$ cat src/hdl/gcd_pkg.sv
// Package for the great-circle distance unit: widths, fixed-point constants,
// the CORDIC arctangent table and the Q30 product helper. No dependencies.
package gcd_pkg;

  localparam int unsigned NumLanes   = 4;   // sin dlat/2, sin dlon/2, cos lat a, cos lat b
  localparam int unsigned DivCells   = 5;   // 8 dividend bits per cell, 40 bits
  localparam int unsigned CordicSteps = 30;
  localparam int unsigned SqrtCells  = 31;  // one root bit per cell

  localparam logic [31:0] PiQ30       = 32'hC90FDAA2;
  localparam logic [33:0] CordicGain  = 34'd652032874;
  localparam logic [30:0] QOne        = 31'd1073741824;
  localparam logic [29:0] QHalf       = 30'd536870912;
  localparam logic [25:0] TurnQ16     = 26'd23592960;
  localparam logic [25:0] HalfTurnQ16 = 26'd11796480;
  localparam logic [23:0] QuarterQ16  = 24'd5898240;
  localparam logic [23:0] HalfDenCos  = 24'd5898240;   // (180*65536)/2
  localparam logic [23:0] HalfDenHalf = 24'd11796480;  // (360*65536)/2
  localparam logic [23:0] TwoRMetres  = 24'd12742000;
  localparam logic [24:0] MaxDist     = 25'd20015087;
  // 180*65536 = 45 * 2^18; n / 45 = (n * ceil(2^44 / 45)) >> 44, exact below 2^38
  localparam logic [38:0] Div45Recip  = 39'd390937467654;
  localparam int unsigned Div45Shift  = 44;

  typedef enum logic [1:0] {
    LaneDlat = 2'd0,
    LaneDlon = 2'd1,
    LaneCosA = 2'd2,
    LaneCosB = 2'd3
  } lane_e;

  function automatic logic signed [33:0] atan_q30(input logic [4:0] i);
    logic signed [33:0] r;
    case (i)
      5'd0:  r = 34'sh03243F6A8;
      5'd1:  r = 34'sh01DAC6705;
      5'd2:  r = 34'sh00FADBAFC;
      5'd3:  r = 34'sh007F56EA6;
      5'd4:  r = 34'sh003FEAB76;
      5'd5:  r = 34'sh001FFD55B;
      5'd6:  r = 34'sh000FFFAAA;
      5'd7:  r = 34'sh0007FFF55;
      5'd8:  r = 34'sh0003FFFEA;
      5'd9:  r = 34'sh0001FFFFD;
      5'd10: r = 34'sh0000FFFFF;
      5'd11: r = 34'sh00007FFFF;
      5'd12: r = 34'sh00003FFFF;
      5'd13: r = 34'sh00001FFFF;
      5'd14: r = 34'sh00000FFFF;
      5'd15: r = 34'sh000007FFF;
      5'd16: r = 34'sh000003FFF;
      5'd17: r = 34'sh000001FFF;
      5'd18: r = 34'sh000000FFF;
      5'd19: r = 34'sh0000007FF;
      5'd20: r = 34'sh0000003FF;
      5'd21: r = 34'sh0000001FF;
      5'd22: r = 34'sh0000000FF;
      5'd23: r = 34'sh00000007F;
      5'd24: r = 34'sh00000003F;
      5'd25: r = 34'sh00000001F;
      5'd26: r = 34'sh00000000F;
      5'd27: r = 34'sh000000007;
      5'd28: r = 34'sh000000003;
      5'd29: r = 34'sh000000001;
      default: r = 34'sh0;
    endcase
    return r;
  endfunction

  // Q30 product of two magnitudes, rounded to nearest
  function automatic logic [30:0] mul_q30(input logic [30:0] a, input logic [30:0] b);
    logic [61:0] p;
    p = 62'(a) * 62'(b) + 62'(QHalf);
    return p[60:30];
  endfunction

  // clamp a signed Q30 value to [0, 1]
  function automatic logic [30:0] clamp_unit(input logic signed [33:0] v);
    logic [30:0] r;
    if (v < 34'sd0) begin
      r = '0;
    end else if (v > $signed({3'b000, QOne})) begin
      r = QOne;
    end else begin
      r = v[30:0];
    end
    return r;
  endfunction

  // angle difference folded into [0, 180] degrees, magnitude only
  function automatic logic [23:0] fold_abs(input logic signed [25:0] v);
    logic [25:0] m;
    m = v[25] ? 26'(-v) : 26'(v);
    if (m >= TurnQ16) begin
      m = m - TurnQ16;
    end
    if (m > HalfTurnQ16) begin
      m = TurnQ16 - m;
    end
    return m[23:0];
  endfunction

endpackage

$ cat src/hdl/gcd_div_cell.sv
// One cell of the divide-by-45 chain: one dividend byte times the reciprocal,
// added into the running product. Depends on gcd_pkg.
module gcd_div_cell import gcd_pkg::*; (
  input  logic        clk_i,
  input  logic        en_i,
  input  logic [2:0]  slice_i,
  input  logic [39:0] num_i,
  input  logic [79:0] acc_i,
  output logic [39:0] num_o,
  output logic [79:0] acc_o
);

  logic [47:0] part;
  logic [79:0] acc_d, acc_q;
  logic [39:0] num_q;

  // partial product of this byte, placed at its weight
  always_comb begin
    part  = 48'(num_i[{slice_i, 3'b000} +: 8]) * 48'(Div45Recip);
    acc_d = acc_i + (80'(part) << {slice_i, 3'b000});
  end

  always_ff @(posedge clk_i) begin
    if (en_i) begin
      num_q <= num_i;
      acc_q <= acc_d;
    end
  end

  assign num_o = num_q;
  assign acc_o = acc_q;

endmodule

$ cat config.mk
export PLATFORM = sky130hd
export DESIGN_NAME = gcd_div_cell
export DESIGN_NICKNAME = d
export VERILOG_FILES = /design/src/hdl/gcd_pkg.sv /design/src/hdl/gcd_div_cell.sv
export SDC_FILE = /design/constraint.sdc
export NUM_CORES = 1
export LEC_CHECK = 0
export BUFFER_PORTS_ARGS = -buffer_cell sky130_fd_sc_hd__buf_2
export CELL_PAD_IN_SITES_DETAIL_PLACEMENT = 1
export CELL_PAD_IN_SITES_GLOBAL_PLACEMENT = 2
export CORE_ASPECT_RATIO = 1.1
export CORE_MARGIN = 2
export CORE_UTILIZATION = 37
export DETAILED_ROUTE_END_ITERATION = 10
export PLACE_DENSITY_LB_ADDON = 0.1
export RECOVER_POWER = 100
export SYNTH_ARGS = -nofsm -noshare
export SYNTH_HDL_FRONTEND = slang
export SYNTH_SLANG_ARGS = --single-unit
$ cat constraint.sdc
create_clock -name clk_i -period 28.4 [get_ports clk_i]
set_input_delay 4.26 -clock clk_i [delete_from_list [all_inputs] [get_ports clk_i]]
set_output_delay 4.26 -clock clk_i [all_outputs]
set_load 0.005 [all_outputs]
==> flow_summary.yaml <==
die:
  die-area_sq_mm: 0.0379
  core_region_area_sq_mm: 0.0360
  floorplan.die.height_microns: 204
  ios: 245
  die_w_microns: 186
  floorplan.rows: 73
  initial_utilization: 0.373
synth:
  yosysSeqAreaShare: 0.268
  synth.most_common_cell: "a21oi_1"
  netlist_top_cells_area: "edfxtp_1, ha_1, a21oi_1"
  synth-async-reset-ratio: 0
  most_area_hungry_cell_type_in_the_yosys_netlist: "edfxtp_1"
  synthDominantCellAreaShare: 0.268
  synth.avg_cell_area_sq_um: 8.50
  synth.yosys.warnings: 0
  synthTopCellsByCount: "a21oi_1, ha_1, nand2_1, nor2_1, edfxtp_1"
  mappedNetlistNets: 1869
  synth_cell_types: 77
  netlist_instances: 1580
  ff_latch_count_synth: 120
  dominantRegCellSynth: "edfxtp_1"
  number_of_flops_mapped_to_enable_cells_by_yosys: 120
  post_synth_instance_area_sq_mm: 0.0134
critical_path:
  crit_path_max_fanout: 58
  critPathSlowestCell: "clkbuf_1"
  cp-start-kind: "primary input"
  worst-path-buf-inv: 9
  crit_path_end_kind: "flop"
  critPathMaxStageDelay_ns: 1.90
  worst_path_dominant_cell_family: "compound AO/OA/AOI/OAI gates"
  most_common_cell_type_on_the_critical_path: "inv_1"
  category_of_the_critical_setup_timing_path: "in -> reg"
  critPathArrivalTime_ns: 16.53
  worstPathRequired_ns: 28.66
  path_depth: 35
global_route:
  grt_antenna_before_repair: 1
  grt-busiest-layer: "met2"
  global_route.usage.total: 0.285
  grt_overflow: 0
  first_global_vias: 13500
  grt_first_pass_wirelength_mm: 81.4
  grt_util_met3: 0.0324
  maximum_number_of_pins_on_one_net_before_global_route_repair: 81
  grt.met2_usage: 0.482
  grt_use_met1: 0.379
clocking:
  ctsResizeCount: 0
  clk_pin_slew_worst_paths_ns: 0.05
  number_of_buffers_between_clock_root_and_the_deepest_sink: 2
  tritoncts: "built"
  post_cts.repair.setup_buffers: 0
  cts.sinks: 120
  hold_buffers: 0
  htree_num_levels: 4
  cts_root_buf: "clkbuf_16"
  cts_bufs_inserted: 17
timing:
  fin_crit_sh: 0.573
  setup_repair_after_global_routing_missed_its_margin: "false"
  setup_total_negative_slack_ns: 0
  finalSetupViolCount: 0
  slew_headroom: -1.83
  maxSlewViolCount: 182
  period_minus_slack_ns: 16.27
  clock.fmax_mhz: 61.5
  fin_ws_ns: 12.13
  worst_pin_slew_ns: 4.24
  report.final.hold_viol_count: 0
power_and_ir_drop:
  leakage_nw: 6.88
  vdd_ir_drop_max_mv: 0.0533
  power_per_cell_area_mw_per_mm2: 102
routing:
  avgRoutedWirePerCell_microns: 23.5
  vias_per_cell: 5.87
  drtAntennaViolNets: 0
  drt-initial-drc-count: 963
  postRouteWirelength_mm: 53.4
  drt_first_pass_iters: 6
  dr_vias: 13300
  drc: 0
placed_design:
  placedInstanceArea_sq_mm: 0.0150
  pre_cts_setup_slack_ns: 13.60
  port_buffers: 244
  routability_cong: 0.922
  detailedPlacementHpwl_mm: 43.8
finish:
  layout-drive-gt1-share: 0.110
  final_core_util: 0.429
  n_fill_cell: 4431
  antenna_cells: 0
  areaGrowthSynthToFinish_pct: 14.9
  final_design_area_no_fill_sq_mm: 0.0154
  final_nets: 2059
min_path:
  min_to: "acc_o[0]$_DFFE_PP_"
  worstHoldStart: "acc_i[0]"
  hp-class: "in -> reg"
  timing.hold.worst_path_depth: 1
outcome:
  status: "complete, but fails checks"
  violations: "max-capacitance violations, max-slew violations"
job:
  number_of_violations_of_the_max_capacitance_limit: 3
[flip-flops by register name, indices dropped and copies added, names as in the netlist]
| name | count |
|---|---|
| acc_o | 80 |
| num_o | 40 |
[cells by family after synthesis]
family / after synthesis / synth area share
fa+ha+maj: 164 / 0.164
xor+xnor: 96 / 0.0626
simple gates: 454 / 0.158
buf+inv: 166 / 0.0471
flops: 120 / 0.268
compound gates: 541 / 0.268
mux: 39 / 0.0314
[per-layer routing]
metal / up-vias / wire length (microns)
met2: 362 / 25700
met1: 6596 / 24400
met5: - / 0
li1: 6303 / -
met3: 68 / 1990
met4: 0 / 1290
[report_power, final]
part           switching, mW  total, mW  internal, mW  leakage, nW
registers             0.0149      0.294         0.279         1.17
clock network         0.0810      0.226         0.145        0.287
logic                  0.685       1.05         0.367         5.42
[per-stage QoR]
step / power (mW) / instances / hold WS [ns]
after global routing: 1.69 / 2270 / 3.96
final: 1.57 / 2270 / 3.98
after floorplan: 0.991 / 1580 / 4.36
after CTS: 1.58 / 2270 / 3.94
after detailed placement: 1.35 / 2238 / 4.44
after global placement: 1.34 / 2238 / 4.44
[placed cells by master, fill, tap and decap left out, types with 18 or more instances in the layout]
master,n
o21ai_0,88
xor2_1,41
mux2i_1,26
xnor2_1,55
a21oi_1,148
nand4_1,30
nor3_1,40
clkbuf_1,115
nand3_1,26
edfxtp_1,120
fa_1,21
and3_1,18
o22ai_1,26
ha_1,143
inv_1,83
a211oi_1,25
nand2_1,134
buf_2,135
nor2_1,134
a21o_1,81
[how the worst max path moves through the flow]
stage,start,end,slack (ns)
finish,slice_i[2],acc_o[76]$_DFFE_PP_,12.13
detailed placement,slice_i[2],acc_o[76]$_DFFE_PP_,13.60
global route,slice_i[2],acc_o[79]$_DFFE_PP_,11.16
floorplan,slice_i[0],acc_o[56]$_DFFE_PP_,15.70
CTS,slice_i[2],acc_o[76]$_DFFE_PP_,14.06
global placement,slice_i[2],acc_o[76]$_DFFE_PP_,13.83
[layout make-up]
| cell class | instances | area, sq um | share of cell area |
|---|---|---|---|
| multi-input combinational | 1294 | 9170 | 0.594 |
| sequential | 120 | 3600 | 0.234 |
| timing repair buffer | 254 | 1140 | 0.0742 |
| tap | 487 | 609 | 0.0395 |
| clock buffer | 21 | 440 | 0.0285 |
| inverter | 83 | 312 | 0.0202 |
| clock inverter | 11 | 154 | 0.00997 |
Power figures use the tool's default switching activity.
