===== config.mk =====
export PLATFORM = sky130hd
export DESIGN_NAME = gcd_sqrt_cell
export DESIGN_NICKNAME = d
export VERILOG_FILES = /design/src/hdl/gcd_pkg.sv /design/src/hdl/gcd_sqrt_cell.sv
export SDC_FILE = /design/constraint.sdc
export NUM_CORES = 1
export LEC_CHECK = 0
export ABC_CLOCK_PERIOD_IN_PS = 8000
export BUFFER_PORTS_ARGS = -buffer_cell sky130_fd_sc_hd__buf_2
export CORE_MARGIN = 3
export CORE_UTILIZATION = 40
export CTS_CLUSTER_SIZE = 28
export DETAILED_ROUTE_END_ITERATION = 8
export GPL_ROUTABILITY_DRIVEN = 0
export GPL_TIMING_DRIVEN = 0
export HOLD_SLACK_MARGIN = 0.03
export PLACE_DENSITY = 0.71
export SLEW_MARGIN = 20
export SYNTH_ARGS = -nofsm -noshare
export SYNTH_HDL_FRONTEND = slang
export SYNTH_SLANG_ARGS = --single-unit

===== constraint.sdc =====
create_clock -name clk_i -period 8 [get_ports clk_i]
set_input_delay 0 -clock clk_i [delete_from_list [all_inputs] [get_ports clk_i]]
set_output_delay 0 -clock clk_i [all_outputs]
set_load 0.01 [all_outputs]

===== src/hdl/gcd_pkg.sv =====
// Package for the great-circle distance unit: widths, fixed-point constants,
// the CORDIC arctangent table and the Q30 product helper. No dependencies.
package gcd_pkg;

  localparam int unsigned NumLanes   = 4;   // sin dlat/2, sin dlon/2, cos lat a, cos lat b
  localparam int unsigned DivCells   = 5;   // 8 dividend bits per cell, 40 bits
  localparam int unsigned CordicSteps = 30;
  localparam int unsigned SqrtCells  = 31;  // one root bit per cell

  localparam logic [31:0] PiQ30       = 32'hC90FDAA2;
  localparam logic [33:0] CordicGain  = 34'd652032874;
  localparam logic [30:0] QOne        = 31'd1073741824;
  localparam logic [29:0] QHalf       = 30'd536870912;
  localparam logic [25:0] TurnQ16     = 26'd23592960;
  localparam logic [25:0] HalfTurnQ16 = 26'd11796480;
  localparam logic [23:0] QuarterQ16  = 24'd5898240;
  localparam logic [23:0] HalfDenCos  = 24'd5898240;   // (180*65536)/2
  localparam logic [23:0] HalfDenHalf = 24'd11796480;  // (360*65536)/2
  localparam logic [23:0] TwoRMetres  = 24'd12742000;
  localparam logic [24:0] MaxDist     = 25'd20015087;
  // 180*65536 = 45 * 2^18; n / 45 = (n * ceil(2^44 / 45)) >> 44, exact below 2^38
  localparam logic [38:0] Div45Recip  = 39'd390937467654;
  localparam int unsigned Div45Shift  = 44;

  typedef enum logic [1:0] {
    LaneDlat = 2'd0,
    LaneDlon = 2'd1,
    LaneCosA = 2'd2,
    LaneCosB = 2'd3
  } lane_e;

  function automatic logic signed [33:0] atan_q30(input logic [4:0] i);
    logic signed [33:0] r;
    case (i)
      5'd0:  r = 34'sh03243F6A8;
      5'd1:  r = 34'sh01DAC6705;
      5'd2:  r = 34'sh00FADBAFC;
      5'd3:  r = 34'sh007F56EA6;
      5'd4:  r = 34'sh003FEAB76;
      5'd5:  r = 34'sh001FFD55B;
      5'd6:  r = 34'sh000FFFAAA;
      5'd7:  r = 34'sh0007FFF55;
      5'd8:  r = 34'sh0003FFFEA;
      5'd9:  r = 34'sh0001FFFFD;
      5'd10: r = 34'sh0000FFFFF;
      5'd11: r = 34'sh00007FFFF;
      5'd12: r = 34'sh00003FFFF;
      5'd13: r = 34'sh00001FFFF;
      5'd14: r = 34'sh00000FFFF;
      5'd15: r = 34'sh000007FFF;
      5'd16: r = 34'sh000003FFF;
      5'd17: r = 34'sh000001FFF;
      5'd18: r = 34'sh000000FFF;
      5'd19: r = 34'sh0000007FF;
      5'd20: r = 34'sh0000003FF;
      5'd21: r = 34'sh0000001FF;
      5'd22: r = 34'sh0000000FF;
      5'd23: r = 34'sh00000007F;
      5'd24: r = 34'sh00000003F;
      5'd25: r = 34'sh00000001F;
      5'd26: r = 34'sh00000000F;
      5'd27: r = 34'sh000000007;
      5'd28: r = 34'sh000000003;
      5'd29: r = 34'sh000000001;
      default: r = 34'sh0;
    endcase
    return r;
  endfunction

  // Q30 product of two magnitudes, rounded to nearest
  function automatic logic [30:0] mul_q30(input logic [30:0] a, input logic [30:0] b);
    logic [61:0] p;
    p = 62'(a) * 62'(b) + 62'(QHalf);
    return p[60:30];
  endfunction

  // clamp a signed Q30 value to [0, 1]
  function automatic logic [30:0] clamp_unit(input logic signed [33:0] v);
    logic [30:0] r;
    if (v < 34'sd0) begin
      r = '0;
    end else if (v > $signed({3'b000, QOne})) begin
      r = QOne;
    end else begin
      r = v[30:0];
    end
    return r;
  endfunction

  // angle difference folded into [0, 180] degrees, magnitude only
  function automatic logic [23:0] fold_abs(input logic signed [25:0] v);
    logic [25:0] m;
    m = v[25] ? 26'(-v) : 26'(v);
    if (m >= TurnQ16) begin
      m = m - TurnQ16;
    end
    if (m > HalfTurnQ16) begin
      m = TurnQ16 - m;
    end
    return m[23:0];
  endfunction

endpackage


===== src/hdl/gcd_sqrt_cell.sv =====
// One bit of the digit-by-digit integer square root, registered.
// Depends on gcd_pkg.
module gcd_sqrt_cell import gcd_pkg::*; (
  input  logic        clk_i,
  input  logic        en_i,
  input  logic [4:0]  bit_i,
  input  logic [60:0] rem_i,
  input  logic [30:0] root_i,
  output logic [60:0] rem_o,
  output logic [30:0] root_o
);

  logic [61:0] trial;
  logic [60:0] rem_d, rem_q;
  logic [30:0] root_d, root_q;

  // trial = (2*root + 2^b) * 2^b, root holding only bits above b
  always_comb begin
    trial = (62'(root_i) << ({1'b0, bit_i} + 6'd1)) | (62'd1 << {bit_i, 1'b0});
    rem_d  = rem_i;
    root_d = root_i;
    if ({1'b0, rem_i} >= trial) begin
      rem_d  = rem_i - trial[60:0];
      root_d = root_i | (31'd1 << bit_i);
    end
  end

  always_ff @(posedge clk_i) begin
    if (en_i) begin
      rem_q  <= rem_d;
      root_q <= root_d;
    end
  end

  assign rem_o  = rem_q;
  assign root_o = root_q;

endmodule


==> key figures <==
Hold path
  • Worst hold start: rem_i[58]
  • Hold Crit Endpoint: rem_o[58]
  • Cells on Worst Hold Path: 2
  • Hold Path Class: input port to flip-flop

Setup path
  • Slowest cell on crit path: a21oi_2
  • Bufs and invs on worst path: 11
  • Crit Path Max Fanout: 11
  • Critical path origin: bit_i[0]
  • Crit Path Category: input port to flip-flop
  • Worst Path Arrival: roughly 7600 ps
  • CP top delay family: compound AO/OA/AOI/OAI gates
  • Critical Path Most Common Cell: buf_6
  • Startpoint Class: input port
  • Worst path max stage delay: slightly below 700 ps
  • Required time of the worst setup path: slightly above 8000 ps
  • Crit end category: flip-flop

STA
  • Fin. max-slew vios: 0
  • Tcrit/Tclk final: 94.0%
  • Slew HR: about a third
  • Post-route minimum period: around 7500 ps
  • Final Hold Vio Count: 0
  • # setup viols final: 0
  • Slew @ Worst Pin: 969 ps
  • Fmax: 133 MHz
  • RSZ-0062 raised after global routing: false
  • Setup_tns: 0 ps

Synth
  • Post-synth EDFFs: just over 90
  • Main synth FF type: edfxtp_1
  • Synth Instances: around 1.2k
  • Mapped Area: about 10,000 sq um
  • Synth top cells by count: 181 x nand2_1, 128 x o21ai_0, 111 x a21oi_1
  • Async S/R FF share, synth: 0%
  • Mapped Avg Cell Area: ~8.1 sq um
  • Synth top area cells: edfxtp_1 27%, ha_1 8.5%, nand2_1 6.8%
  • Area leader, netlist: edfxtp_1
  • Distinct cell type count of the synthesized netlist: between 70 and 80
  • #FFs+latches synth: 92
  • Seq/Total Area, Yosys: a little over a quarter
  • Syn Nets: around 1.4k
  • Yosys top cell area share: around 27%
  • Most frequent cell after synthesis: nand2_1
  • Warnings from Yosys: 0

Detailed routing
  • Final WL: ~36 mm
  • Drt wl/cell: between 15 and 20 microns
  • Routed vias/inst: 5.99
  • DRC viols: 0
  • Number of DRC markers in iteration 0: roughly 1.6k
  • Total number of vias: 11.1k
  • Antenna Nets Post-Route: 0
  • DR pass1 iterations: 9

Run
  • Max Cap Viol: 0

Pwr
  • Net Switching: around 1000 uW
  • Switch share: a little over two fifths
  • Internal Pwr Total: about 1400 uW
  • P_leak: ~0.0052 uW
  • Clk pwr share: 19.7%
  • Peak VDD IR: between 0.1 and 0.15 mV
  • PwrDens: ~190 nW/um^2
  • Flop pwr share: between 20 and 30%
  • Total power: around 2400 uW
  • Comb pwr share: between 50% and 60%

Clocking
  • Total CTS buffers: 9
  • Maximum clock path buffer count: 2
  • CTS Sinks: just over 90
  • CTS tree: yes
  • Setup Fix Bufs, Post-CTS: 0
  • CTS HTree Levels: 3
  • Clk slew on worst S/H paths: 70 ps
  • Root Buffer: clkbuf_16
  • PostCTS Resize Cnt: 0

Floorplanning
  • Chip Height: ~160 microns
  • Core ar.: ~25,000 sq um
  • Rows: 57
  • Die width: between 150 and 200 microns
  • DIE AREA: 27,100 sq um
  • I/O Pins: 191
  • Starting Density: roughly two fifths

Place
  • Post-DP HPWL: 28.4 mm
  • Port Buffers: 190

GRT
  • Global-route wire length before repair: ~56 mm
  • All-layer global routing usage: a little over a quarter
  • Vias in the first global route: between 10k and 15k
  • GR Overflow Total: 0
  • Antenna violations before repair: 1
  • Largest net degree at the start of global routing: 54

Run status
  • Status: complete, no violations

Finish
  • Share of cells above drive strength 1: 17.9%
  • Number of nets in the layout: 1,697
  • Area Overhead vs Synth: 25.7%
-- final cells by class --
cell class                      count  area [sq um]
Inverter                           23          86.3
Multi-Input combinational cell   1043          6850
Tap cell                          324           405
Fill cell                        2287         11900
Antenna cell                        1          2.50
Buffer                             82           364
Clock inverter                      7          98.8
Clock buffer                        9           225
Timing Repair Buffer              278          1850
Sequential cell                    92          2760
-- metrics by stage --
stage | util, % | hold WS, ps | area [sq um] | worst slack, ps | cells
2_1_floorplan | - | 112 | 10100 | 2370 | 1240
3_3_place_gp | 46.5 | 292 | 11400 | 442 | 1754
3_5_place_dp | 46.7 | 294 | 11400 | 450 | 1755
4_1_cts | 51.5 | 44.2 | 12600 | 785 | 1858
5_1_grt | 51.5 | 57.6 | 12600 | 169 | 1859
6_report | 51.5 | 64.4 | 12600 | 480 | 1859
-- kinds of logic after synthesis --
family          share of synthesized area (%)
compound gates                           27.6
simple gates                             18.7
xor+xnor                                 5.29
buf+inv                                  4.48
mux                                      7.82
flops                                    27.5
fa+ha+maj                                8.66
-- what timing repair did --
| item | in CTS | in global routing |
|---|---|---|
| hold endpoints to repair | 87 | 0 |
| hold buffers | 87 | 0 |
| setup endpoints to repair | 0 | 0 |
-- how the worst max path moves through the flow --
stage                     depth (start not counted)  slack [ps]        end
after global placement                           26         440  rem_o[59]
after floorplan                                  25        2370  rem_o[57]
after detailed placement                         26         450  rem_o[59]
after CTS                                        26         780  rem_o[59]
after global routing                             27         170  rem_o[59]
final                                            25         480  rem_o[59]
-- power groups by stage --
stage	clock network, uW	registers [uW]	logic, uW
after floorplan	0	724	785
after global placement	0	677	1200
after detailed placement	0	675	1210
after CTS	489	667	1250
after global routing	501	674	1400
final	480	666	1280
-- placed cells by master (no fill, tap or decap), drive strengths merged, types with 6 or more instances in the layout --
master	netlist	routed
a222oi	10	10
or3	8	8
ha	68	68
o21bai	34	34
and3	13	13
clkbuf	60	69
buf	22	213
a32oi	6	6
a21o	36	36
a21oi	113	113
a22oi	15	15
mux2i	46	46
xnor2	34	34
nor3	13	13
edfxtp	92	92
xor2	25	25
nand4	27	27
nand3	23	23
o21ai	130	130
inv	22	24
nand2	181	181
o21a	11	11
o211ai	6	6
or2	8	8
a211oi	12	12
a221oi	8	8
nor2	85	85
dlygate4sd3	0	87
nor2b	15	15
and2	11	11
a31oi	15	15
mux2	22	22
nand2b	10	10
-- sequential cells by signal (all words and copies together) (netlist names) --
name / count
rem_o: 61
root_o: 31
-- metal layers --
layer	routed length [microns]	share of wire, %	up-vias	GRT usage [%]
li1	-	-	5226	-
met1	14900	41	5110	35.0
met2	16300	45	667	42.1
met3	3810	10	131	5.39
met4	1420	3.9	2	9.87
met5	47	0.13	-	1.33
Power figures use the tool's default switching activity.
